--- src/hw/rtl/tpcc_pkg.sv ---
package tpcc_pkg;

  localparam int unsigned InDataW  = 40;
  localparam int unsigned OutDataW = 56;
  localparam int unsigned ApbAddrW = 4;
  localparam int unsigned ApbDataW = 32;
  localparam int unsigned CfgW     = 16;
  localparam int unsigned TimeW    = 22;
  localparam int unsigned StampW   = 32;

  localparam logic [1:0] MODE_MENU  = 2'd0;
  localparam logic [1:0] MODE_RUN   = 2'd1;
  localparam logic [1:0] MODE_OVER  = 2'd2;
  localparam logic [1:0] MODE_PAUSE = 2'd3;

  localparam logic [1:0] PLAYER_NONE   = 2'd0;
  localparam logic [1:0] PLAYER_FIRST  = 2'd1;
  localparam logic [1:0] PLAYER_SECOND = 2'd2;

  localparam logic [2:0] CHOICE_LAST = 3'd4;

  localparam logic [1:0] REG_LONG_PRESS = 2'd0;
  localparam logic [1:0] REG_SHORT_MAX  = 2'd1;
  localparam logic [1:0] REG_SHORT_MIN  = 2'd2;

  localparam logic [CfgW-1:0] LONG_PRESS_RST = 16'd3000;
  localparam logic [CfgW-1:0] SHORT_MAX_RST  = 16'd2000;
  localparam logic [CfgW-1:0] SHORT_MIN_RST  = 16'd50;

  typedef struct packed {
    logic [CfgW-1:0] long_press_ms;
    logic [CfgW-1:0] short_press_max_ms;
    logic [CfgW-1:0] short_press_min_ms;
  } cfg_t;

  typedef struct packed {
    logic [4:0]        pad;
    logic              right_button;
    logic              middle_button;
    logic              left_button;
    logic [StampW-1:0] now_ms;
  } in_item_t;

  typedef struct packed {
    logic [1:0]       pad;
    logic             reset_pulse;
    logic [1:0]       winner;
    logic [2:0]       menu_choice;
    logic [TimeW-1:0] second_time_ms;
    logic [TimeW-1:0] first_time_ms;
    logic [1:0]       active_player;
    logic [1:0]       clock_mode;
  } out_item_t;

  function automatic logic [TimeW-1:0] preset_ms(input logic [2:0] choice);
    logic [TimeW-1:0] val;
    case (choice)
      3'd0:    val = 22'd60000;
      3'd1:    val = 22'd180000;
      3'd2:    val = 22'd600000;
      3'd3:    val = 22'd1800000;
      3'd4:    val = 22'd3599999;
      default: val = 22'd60000;
    endcase
    return val;
  endfunction

endpackage

--- src/hw/rtl/two_player_countdown_clock_unit.sv ---
// Channel   Direction  Handshake                        Payload
// s_axis    in         s_axis_tvalid_i/s_axis_tready_o  s_axis_tdata_i (40 bits)
// m_axis    out        m_axis_tvalid_o/m_axis_tready_i  m_axis_tdata_o (56 bits)
// apb       in         psel/penable/pready              paddr, pwdata, prdata
//
// One word is accepted per cycle while the result is not stalled; its result
// leaves after passing the input register and then the result register.
// The clock state is updated in the same cycle the result register loads.
// Reset clears the clock state and the valid flags of both register stages and
// loads the configuration defaults.
// A stalled result holds in the result register while the input register
// still takes one more word.
module two_player_countdown_clock_unit import tpcc_pkg::*; (
  input  logic                clk_i,
  input  logic                rst_ni,
  input  logic                s_axis_tvalid_i,
  output logic                s_axis_tready_o,
  // now_ms[31:0], left_button[32], middle_button[33], right_button[34], zero pad
  input  logic [InDataW-1:0]  s_axis_tdata_i,
  output logic                m_axis_tvalid_o,
  input  logic                m_axis_tready_i,
  // clock_mode[1:0], active_player[3:2], first_time_ms[25:4],
  // second_time_ms[47:26], menu_choice[50:48], winner[52:51],
  // reset_pulse[53], zero pad
  output logic [OutDataW-1:0] m_axis_tdata_o,
  input  logic                psel,
  input  logic                penable,
  input  logic                pwrite,
  input  logic [ApbAddrW-1:0] paddr,
  input  logic [ApbDataW-1:0] pwdata,
  output logic [ApbDataW-1:0] prdata,
  output logic                pready
);

  cfg_t      cfg;
  in_item_t  in_q;
  out_item_t out_q;
  out_item_t result;
  logic      in_valid_q, in_valid_d;
  logic      out_valid_q, out_valid_d;
  logic      in_fire, step;

  assign step            = in_valid_q && (!out_valid_q || m_axis_tready_i);
  assign s_axis_tready_o = !in_valid_q || step;
  assign in_fire         = s_axis_tvalid_i && s_axis_tready_o;
  assign in_valid_d      = in_fire || (in_valid_q && !step);
  assign out_valid_d     = step || (out_valid_q && !m_axis_tready_i);
  assign m_axis_tvalid_o = out_valid_q;
  assign m_axis_tdata_o  = out_q;

  tpcc_apb_regs u_regs (
    .clk_i   (clk_i),
    .rst_ni  (rst_ni),
    .psel    (psel),
    .penable (penable),
    .pwrite  (pwrite),
    .paddr   (paddr),
    .pwdata  (pwdata),
    .prdata  (prdata),
    .pready  (pready),
    .cfg_o   (cfg)
  );

  tpcc_core u_core (
    .clk_i    (clk_i),
    .rst_ni   (rst_ni),
    .step_i   (step),
    .item_i   (in_q),
    .cfg_i    (cfg),
    .result_o (result)
  );

  always_ff @(posedge clk_i or negedge rst_ni) begin
    if (!rst_ni) begin
      in_valid_q  <= 1'b0;
      out_valid_q <= 1'b0;
    end else begin
      in_valid_q  <= in_valid_d;
      out_valid_q <= out_valid_d;
    end
  end

  always_ff @(posedge clk_i) begin
    if (in_fire) begin
      in_q <= s_axis_tdata_i;
    end
    if (step) begin
      out_q <= result;
    end
  end

endmodule

--- src/hw/rtl/tpcc_apb_regs.sv ---
module tpcc_apb_regs import tpcc_pkg::*; (
  input  logic                clk_i,
  input  logic                rst_ni,
  input  logic                psel,
  input  logic                penable,
  input  logic                pwrite,
  input  logic [ApbAddrW-1:0] paddr,
  input  logic [ApbDataW-1:0] pwdata,
  output logic [ApbDataW-1:0] prdata,
  output logic                pready,
  output cfg_t                cfg_o
);

  cfg_t cfg_q;
  logic wr_en;

  assign pready = 1'b1;
  assign wr_en  = psel && penable && pwrite && pready;
  assign cfg_o  = cfg_q;

  always_ff @(posedge clk_i or negedge rst_ni) begin
    if (!rst_ni) begin
      cfg_q.long_press_ms      <= LONG_PRESS_RST;
      cfg_q.short_press_max_ms <= SHORT_MAX_RST;
      cfg_q.short_press_min_ms <= SHORT_MIN_RST;
    end else if (wr_en) begin
      case (paddr[3:2])
        REG_LONG_PRESS: cfg_q.long_press_ms      <= pwdata[CfgW-1:0];
        REG_SHORT_MAX:  cfg_q.short_press_max_ms <= pwdata[CfgW-1:0];
        REG_SHORT_MIN:  cfg_q.short_press_min_ms <= pwdata[CfgW-1:0];
        default: begin
        end
      endcase
    end
  end

  always_comb begin
    case (paddr[3:2])
      REG_LONG_PRESS: prdata = {16'd0, cfg_q.long_press_ms};
      REG_SHORT_MAX:  prdata = {16'd0, cfg_q.short_press_max_ms};
      REG_SHORT_MIN:  prdata = {16'd0, cfg_q.short_press_min_ms};
      default:        prdata = '0;
    endcase
  end

endmodule

--- src/hw/rtl/tpcc_core.sv ---
module tpcc_core import tpcc_pkg::*; (
  input  logic      clk_i,
  input  logic      rst_ni,
  input  logic      step_i,
  input  in_item_t  item_i,
  input  cfg_t      cfg_i,
  output out_item_t result_o
);

  typedef enum logic [1:0] {
    ST_MENU  = MODE_MENU,
    ST_RUN   = MODE_RUN,
    ST_OVER  = MODE_OVER,
    ST_PAUSE = MODE_PAUSE
  } mode_e;

  mode_e             mode_q, mode_d;
  logic [1:0]        player_q, player_d;
  logic [TimeW-1:0]  first_q, first_d;
  logic [TimeW-1:0]  second_q, second_d;
  logic [StampW-1:0] last_q, last_d;
  logic [2:0]        choice_q, choice_d;
  logic              held_q, held_d;
  logic [StampW-1:0] start_q, start_d;
  logic              pend_q, pend_d;
  logic              await_q, await_d;
  logic              prev_left_q, prev_right_q;

  logic [StampW-1:0] now;
  logic [StampW-1:0] hold_ms;
  logic [StampW-1:0] delta;
  logic [TimeW-1:0]  run_time;
  logic              run_left;
  logic [TimeW-1:0]  run_next;
  logic              press1, press2;
  logic              pulse;
  logic [2:0]        ch;

  assign now     = item_i.now_ms;
  assign hold_ms = now - start_q;
  assign press1  = item_i.left_button && !prev_left_q;
  assign press2  = item_i.right_button && !prev_right_q;
  assign delta   = now - last_q;

  always_comb begin
    mode_d   = mode_q;
    player_d = player_q;
    first_d  = first_q;
    second_d = second_q;
    last_d   = last_q;
    choice_d = choice_q;
    held_d   = held_q;
    start_d  = start_q;
    pend_d   = pend_q;
    await_d  = await_q;
    pulse    = 1'b0;
    ch       = choice_q;
    run_time = '0;
    run_left = 1'b0;
    run_next = '0;

    if (item_i.middle_button) begin
      if (await_q) begin
      end else if (!held_q) begin
        held_d  = 1'b1;
        start_d = now;
      end else if (hold_ms >= {16'd0, cfg_i.long_press_ms}) begin
        mode_d   = ST_MENU;
        player_d = PLAYER_NONE;
        held_d   = 1'b0;
        pend_d   = 1'b0;
        await_d  = 1'b1;
        pulse    = 1'b1;
      end
    end else begin
      await_d = 1'b0;
      if (held_q) begin
        if ((hold_ms < {16'd0, cfg_i.short_press_max_ms}) &&
            (hold_ms > {16'd0, cfg_i.short_press_min_ms})) begin
          pend_d = 1'b1;
        end
        held_d = 1'b0;
      end
    end

    case (mode_d)
      ST_MENU: begin
        ch = (choice_q > CHOICE_LAST) ? 3'd0 : choice_q;
        if (press1) begin
          ch = (ch == 3'd0) ? CHOICE_LAST : ch - 3'd1;
        end
        if (press2) begin
          ch = (ch == CHOICE_LAST) ? 3'd0 : ch + 3'd1;
        end
        choice_d = ch;
        if (pend_d) begin
          pend_d   = 1'b0;
          first_d  = preset_ms(ch);
          second_d = preset_ms(ch);
          mode_d   = ST_PAUSE;
          last_d   = now;
        end
      end
      ST_RUN: begin
        if (pend_d) begin
          pend_d = 1'b0;
          mode_d = ST_PAUSE;
        end else begin
          if (press1) begin
            player_d = PLAYER_SECOND;
          end
          if (press2) begin
            player_d = PLAYER_FIRST;
          end
          last_d   = now;
          run_time = (player_d == PLAYER_FIRST) ? first_q : second_q;
          run_left = {10'd0, run_time} > delta;
          run_next = run_left ? (run_time - delta[TimeW-1:0]) : '0;
          if (player_d == PLAYER_FIRST) begin
            first_d = run_next;
            if (!run_left) begin
              mode_d = ST_OVER;
            end
          end else if (player_d == PLAYER_SECOND) begin
            second_d = run_next;
            if (!run_left) begin
              mode_d = ST_OVER;
            end
          end
        end
      end
      ST_OVER: begin
        if (pend_d) begin
          mode_d   = ST_MENU;
          player_d = PLAYER_NONE;
          held_d   = 1'b0;
          pend_d   = 1'b0;
        end
      end
      default: begin
        if (pend_d) begin
          pend_d = 1'b0;
          mode_d = ST_RUN;
          last_d = now;
        end
        if (press1) begin
          player_d = PLAYER_SECOND;
          mode_d   = ST_RUN;
          last_d   = now;
        end
        if (press2) begin
          player_d = PLAYER_FIRST;
          mode_d   = ST_RUN;
          last_d   = now;
        end
      end
    endcase
  end

  always_comb begin
    result_o                = '0;
    result_o.clock_mode     = mode_d;
    result_o.active_player  = player_d;
    result_o.first_time_ms  = first_d;
    result_o.second_time_ms = second_d;
    result_o.menu_choice    = choice_d;
    result_o.reset_pulse    = pulse;
    if (mode_d == ST_OVER) begin
      result_o.winner = (first_d == '0) ? PLAYER_SECOND : PLAYER_FIRST;
    end else begin
      result_o.winner = PLAYER_NONE;
    end
  end

  always_ff @(posedge clk_i or negedge rst_ni) begin
    if (!rst_ni) begin
      mode_q       <= ST_MENU;
      player_q     <= PLAYER_NONE;
      first_q      <= '0;
      second_q     <= '0;
      last_q       <= '0;
      choice_q     <= '0;
      held_q       <= 1'b0;
      start_q      <= '0;
      pend_q       <= 1'b0;
      await_q      <= 1'b0;
      prev_left_q  <= 1'b0;
      prev_right_q <= 1'b0;
    end else if (step_i) begin
      mode_q       <= mode_d;
      player_q     <= player_d;
      first_q      <= first_d;
      second_q     <= second_d;
      last_q       <= last_d;
      choice_q     <= choice_d;
      held_q       <= held_d;
      start_q      <= start_d;
      pend_q       <= pend_d;
      await_q      <= await_d;
      prev_left_q  <= item_i.left_button;
      prev_right_q <= item_i.right_button;
    end
  end

endmodule

--- config.mk ---
export PLATFORM = sky130hd
export DESIGN_NAME = two_player_countdown_clock_unit
export DESIGN_NICKNAME = d
export VERILOG_FILES = /design/src/hw/rtl/tpcc_pkg.sv /design/src/hw/rtl/two_player_countdown_clock_unit.sv /design/src/hw/rtl/tpcc_apb_regs.sv /design/src/hw/rtl/tpcc_core.sv
export SDC_FILE = /design/constraint.sdc
export NUM_CORES = 1
export LEC_CHECK = 0
export ABC_CLOCK_PERIOD_IN_PS = 14400
export BUFFER_PORTS_ARGS = -buffer_cell sky130_fd_sc_hd__buf_2
export CAP_MARGIN = 40
export CORE_ASPECT_RATIO = 1.4
export CORE_UTILIZATION = 50
export DETAILED_ROUTE_END_ITERATION = 6
export PLACE_DENSITY = 0.81
export SLEW_MARGIN = 10
export SYNTH_ARGS = -nofsm -noshare
export SYNTH_HDL_FRONTEND = slang
export SYNTH_SLANG_ARGS = --single-unit
--- constraint.sdc ---
create_clock -name clk_i -period 14.4 [get_ports clk_i]
set_input_delay 1.44 -clock clk_i [delete_from_list [all_inputs] [get_ports clk_i]]
set_output_delay 1.44 -clock clk_i [all_outputs]
set_load 0.02 [all_outputs]
==> impl_metrics.toml <==
[sta]
drv_slew = 0
skew_ns = 0.0266
fin_crit_ns = 9.68
slew_headroom_pct = 41.7
rsz0062_at_grt = "no"
fmax_ghz = 0.103
fin_crit_sh_pct = 67.2
tns_ns = 0
layout_setup_ws_ns = 4.72
setup_viol = 0
tightest_slew_ns = 0.867
final-hold-violation-count = 0

[critical_path]
critPathMaxFanout = 24
max_stage_delay_ns = 0.74
setup.worst_path.start_class = "flip-flop"
worst-r2r-cell-count = 31
crit_type = "flip-flop to flip-flop"
end_kind = "flip-flop"
crit_arrival_ns = 10.01
r2r_start = "in_q[1]"
r2r_end = "m_axis_tdata_o[52]"
reg2reg_slack_ns = 4.72
slowest_stage = "nor3_1"
cp.required_ns = 14.73

[synthesis]
synth_cell_types = 101
yosys-top-cells-area = "dfrtp_1 22%, edfxtp_1 15%, ha_1 9.5%"
synthSimpleGateAreaFrac_pct = 14.7
synth_warnings = 0
synth_top_family_by_area = "compound AO/OA/AOI/OAI gates"
synth_mux_area_share_pct = 7.83
synth_compound_area_share_pct = 19.3
synth_top_area_share_pct = 21.7
yosysTopAreaCell = "dfrtp_1"
yosysMostFrequentCell = "nand2_1"
syn-cell-area_sq_um = 17600
synth_fa_ha_area_share_pct = 9.84
synth_edf_count = 89
synthArstFlopShare_pct = 65.5
ys.flop_type = "dfrtp_1"
syn_inst = 1888
yosys-top-cells-count = "224 x nand2_1, 173 x o21ai_0, 153 x dfrtp_1"
synthXorXnorAreaFrac_pct = 3.03
synth_area_per_cell_sq_um = 9.34
ys_seq_elements = 258
yosysSeqAreaShare_pct = 39.2

[die]
fp.dieH_microns = 224
io_pins = 174
row_count = 81
dieArea_sq_um = 36000
initial_core_util_pct = 50.6
die_w_microns = 161
coreArea_sq_um = 34900

[power_and_ir_drop]
p_leak_nw = 8.74
finalPower_mw = 3.14
peakVddDrop_mv = 0.145
power_density_nw_per_um2 = 161

[clock_network]
cts_resized = 0
cts-buffers-inserted = 27
cts_tree = "done"
clk_pin_slew_ns = 0.07
cts_setup_buffers = 0
clockBufferDepth = 3
ctsHoldBuffers = 0
clock-sinks = 258
root_buffer = "clkbuf_16"
ctsHtreeMaxLevel = 1
clk_latency_ns = 0.58

[detailed_routing]
vias = 14600
ant_nets = 0
drt-pass1-iter-count = 5
first_iter_violations = 966
avgViaCountPerCell = 5.91
drt_wl_total_microns = 47400
wl_per_cell_microns = 19.2
drc = 0

[cells_and_area]
final_layout_size_suffix_gt1_share_pct = 18.4
n_antenna_cell = 0
area_growth_pct = 10.8
layout.nets = 2210
final_cell_area_sq_um = 19500

[hold_path]
whs_endpoint = "u_core.prev_left_q"
hold_class = "flip-flop to flip-flop"
min_path_cells = 2
min_from = "u_core.prev_left_q"

[grt]
grt_use_met2_pct = 49.1
track_usage_pct = 26.4
overflow = 0
grt_pass1_wl_microns = 75200
grt_max_degree = 70
grt_use_met3_pct = 2.71
use_met1_pct = 29.3
antenna_found_initial = 0
grt_pass1_vias = 14500
grt.busiest_layer = "met2"

[place]
portBuffers = 131
dpl.hpwl_microns = 37100
post_dp_cell_area_sq_um = 18600
place.gp.congestion = 0.971
place_ws_ns = 4.92

[flow_run]
max_cap_violations = 0

[outcome]
outcome = "finished, final reports clean"
report_power, final:
part,switching (mW),total (mW),internal (mW),leakage (nW)
clock network,0.322,0.720,0.398,0.446
logic,0.920,1.49,0.571,5.26
registers,0.0571,0.933,0.876,3.03
stage by stage:
step	hold WS (ns)	utilization (%)	std cells
floorplan	0.437	-	1905
global placement	0.455	53.2	2414
detailed placement	0.467	53.4	2417
CTS	0.483	56.1	2467
global route	0.511	56.1	2467
finish	0.478	56.1	2467
critical path, delay by kind of cell, from the launching register on:
kind,cells,cell delay [ns]
AOI/OAI and AO/OA,12,3.53
buffers and inverters,4,0.71
DFF,1,0.48
muxes,1,0.31
adders and majority gates,3,1.17
and+or+nand+nor,10,2.86
xor gates and xnor gates,1,0.35
layer usage:
layer / share of wire [%] / up-vias
met1: 38 / 7016
met2: 52 / 432
met3: 4.1 / 132
met4: 5.1 / 0
met5: 0 / -
li1: - / 7001
how the worst max path moves through the flow:
stage / from / to / slack, ns
3_3_place_gp: in_q[0] / m_axis_tdata_o[52] / 4.73
6_report: in_q[1] / m_axis_tdata_o[52] / 4.72
5_1_grt: in_q[1] / m_axis_tdata_o[52] / 4.41
4_1_cts: in_q[1] / m_axis_tdata_o[52] / 4.86
2_1_floorplan: in_q[0] / m_axis_tdata_o[52] / 6.93
3_5_place_dp: in_q[1] / m_axis_tdata_o[52] / 4.92
cell families (layout without fill, tap and decap cells):
group | after synthesis | after routing
and+or+nand+nor | 538 | 538
AOI/OAI and AO/OA | 530 | 530
DFF | 258 | 258
buffers and inverters | 237 | 343
adders and majority gates | 137 | 137
muxes | 125 | 125
xor gates and xnor gates | 61 | 61
other | 2 | 19
layout by cell type, fill, tap and decap left out, types with 10 or more instances in the layout:
cell type  Yosys  final
clkbuf_16      0     27
a211oi_1      22     22
nand2b_1      27     27
or2_2         10     10
o21ai_0      173    173
a21o_1        40     40
nand4_1       29     29
edfxtp_1      89     89
and3_1        13     13
nor3_1        26     25
dfrtp_1      153    153
nand3_1       28     28
conb_1         2     19
nor2b_1       15     15
dfstp_2       16     16
o211ai_1      24     24
inv_1        145    145
a21oi_1      121    120
ha_1         134    134
mux2_2       104    104
nand2_1      224    224
buf_4         20     13
mux2i_1       21     21
xor2_1        25     25
xnor2_1       36     36
a31oi_1       14     14
o21bai_1      18     18
o22ai_1       10     10
and2_1        11     10
nor2_1       102    102
buf_2         13    130
state kept, by name, summed over array words and instances, names as in the netlist:
| signal | flops |
|---|---|
| m_axis_tdata_o | 54 |
| u_regs.cfg_o | 48 |
| in_q | 35 |
| u_core.last_q | 32 |
| u_core.start_q | 32 |
| u_core.first_q | 22 |
| u_core.second_q | 22 |
| u_core.choice_q | 3 |
| u_core.mode_q | 2 |
| u_core.player_q | 2 |
| in_valid_q | 1 |
| m_axis_tvalid_o | 1 |
| u_core.await_q | 1 |
| u_core.held_q | 1 |
| u_core.prev_left_q | 1 |
| u_core.prev_right_q | 1 |
layout make-up:
class / count / area (sq um)
Multi-Input combinational cell: 1410 / 9760
Clock inverter: 19 / 216
Timing Repair Buffer: 147 / 827
Tap cell: 456 / 571
Sequential cell: 258 / 6920
Inverter: 146 / 551
Clock buffer: 31 / 701
Fill cell: 3084 / 15300
Note: power is estimated with default switching activity, not from simulation.
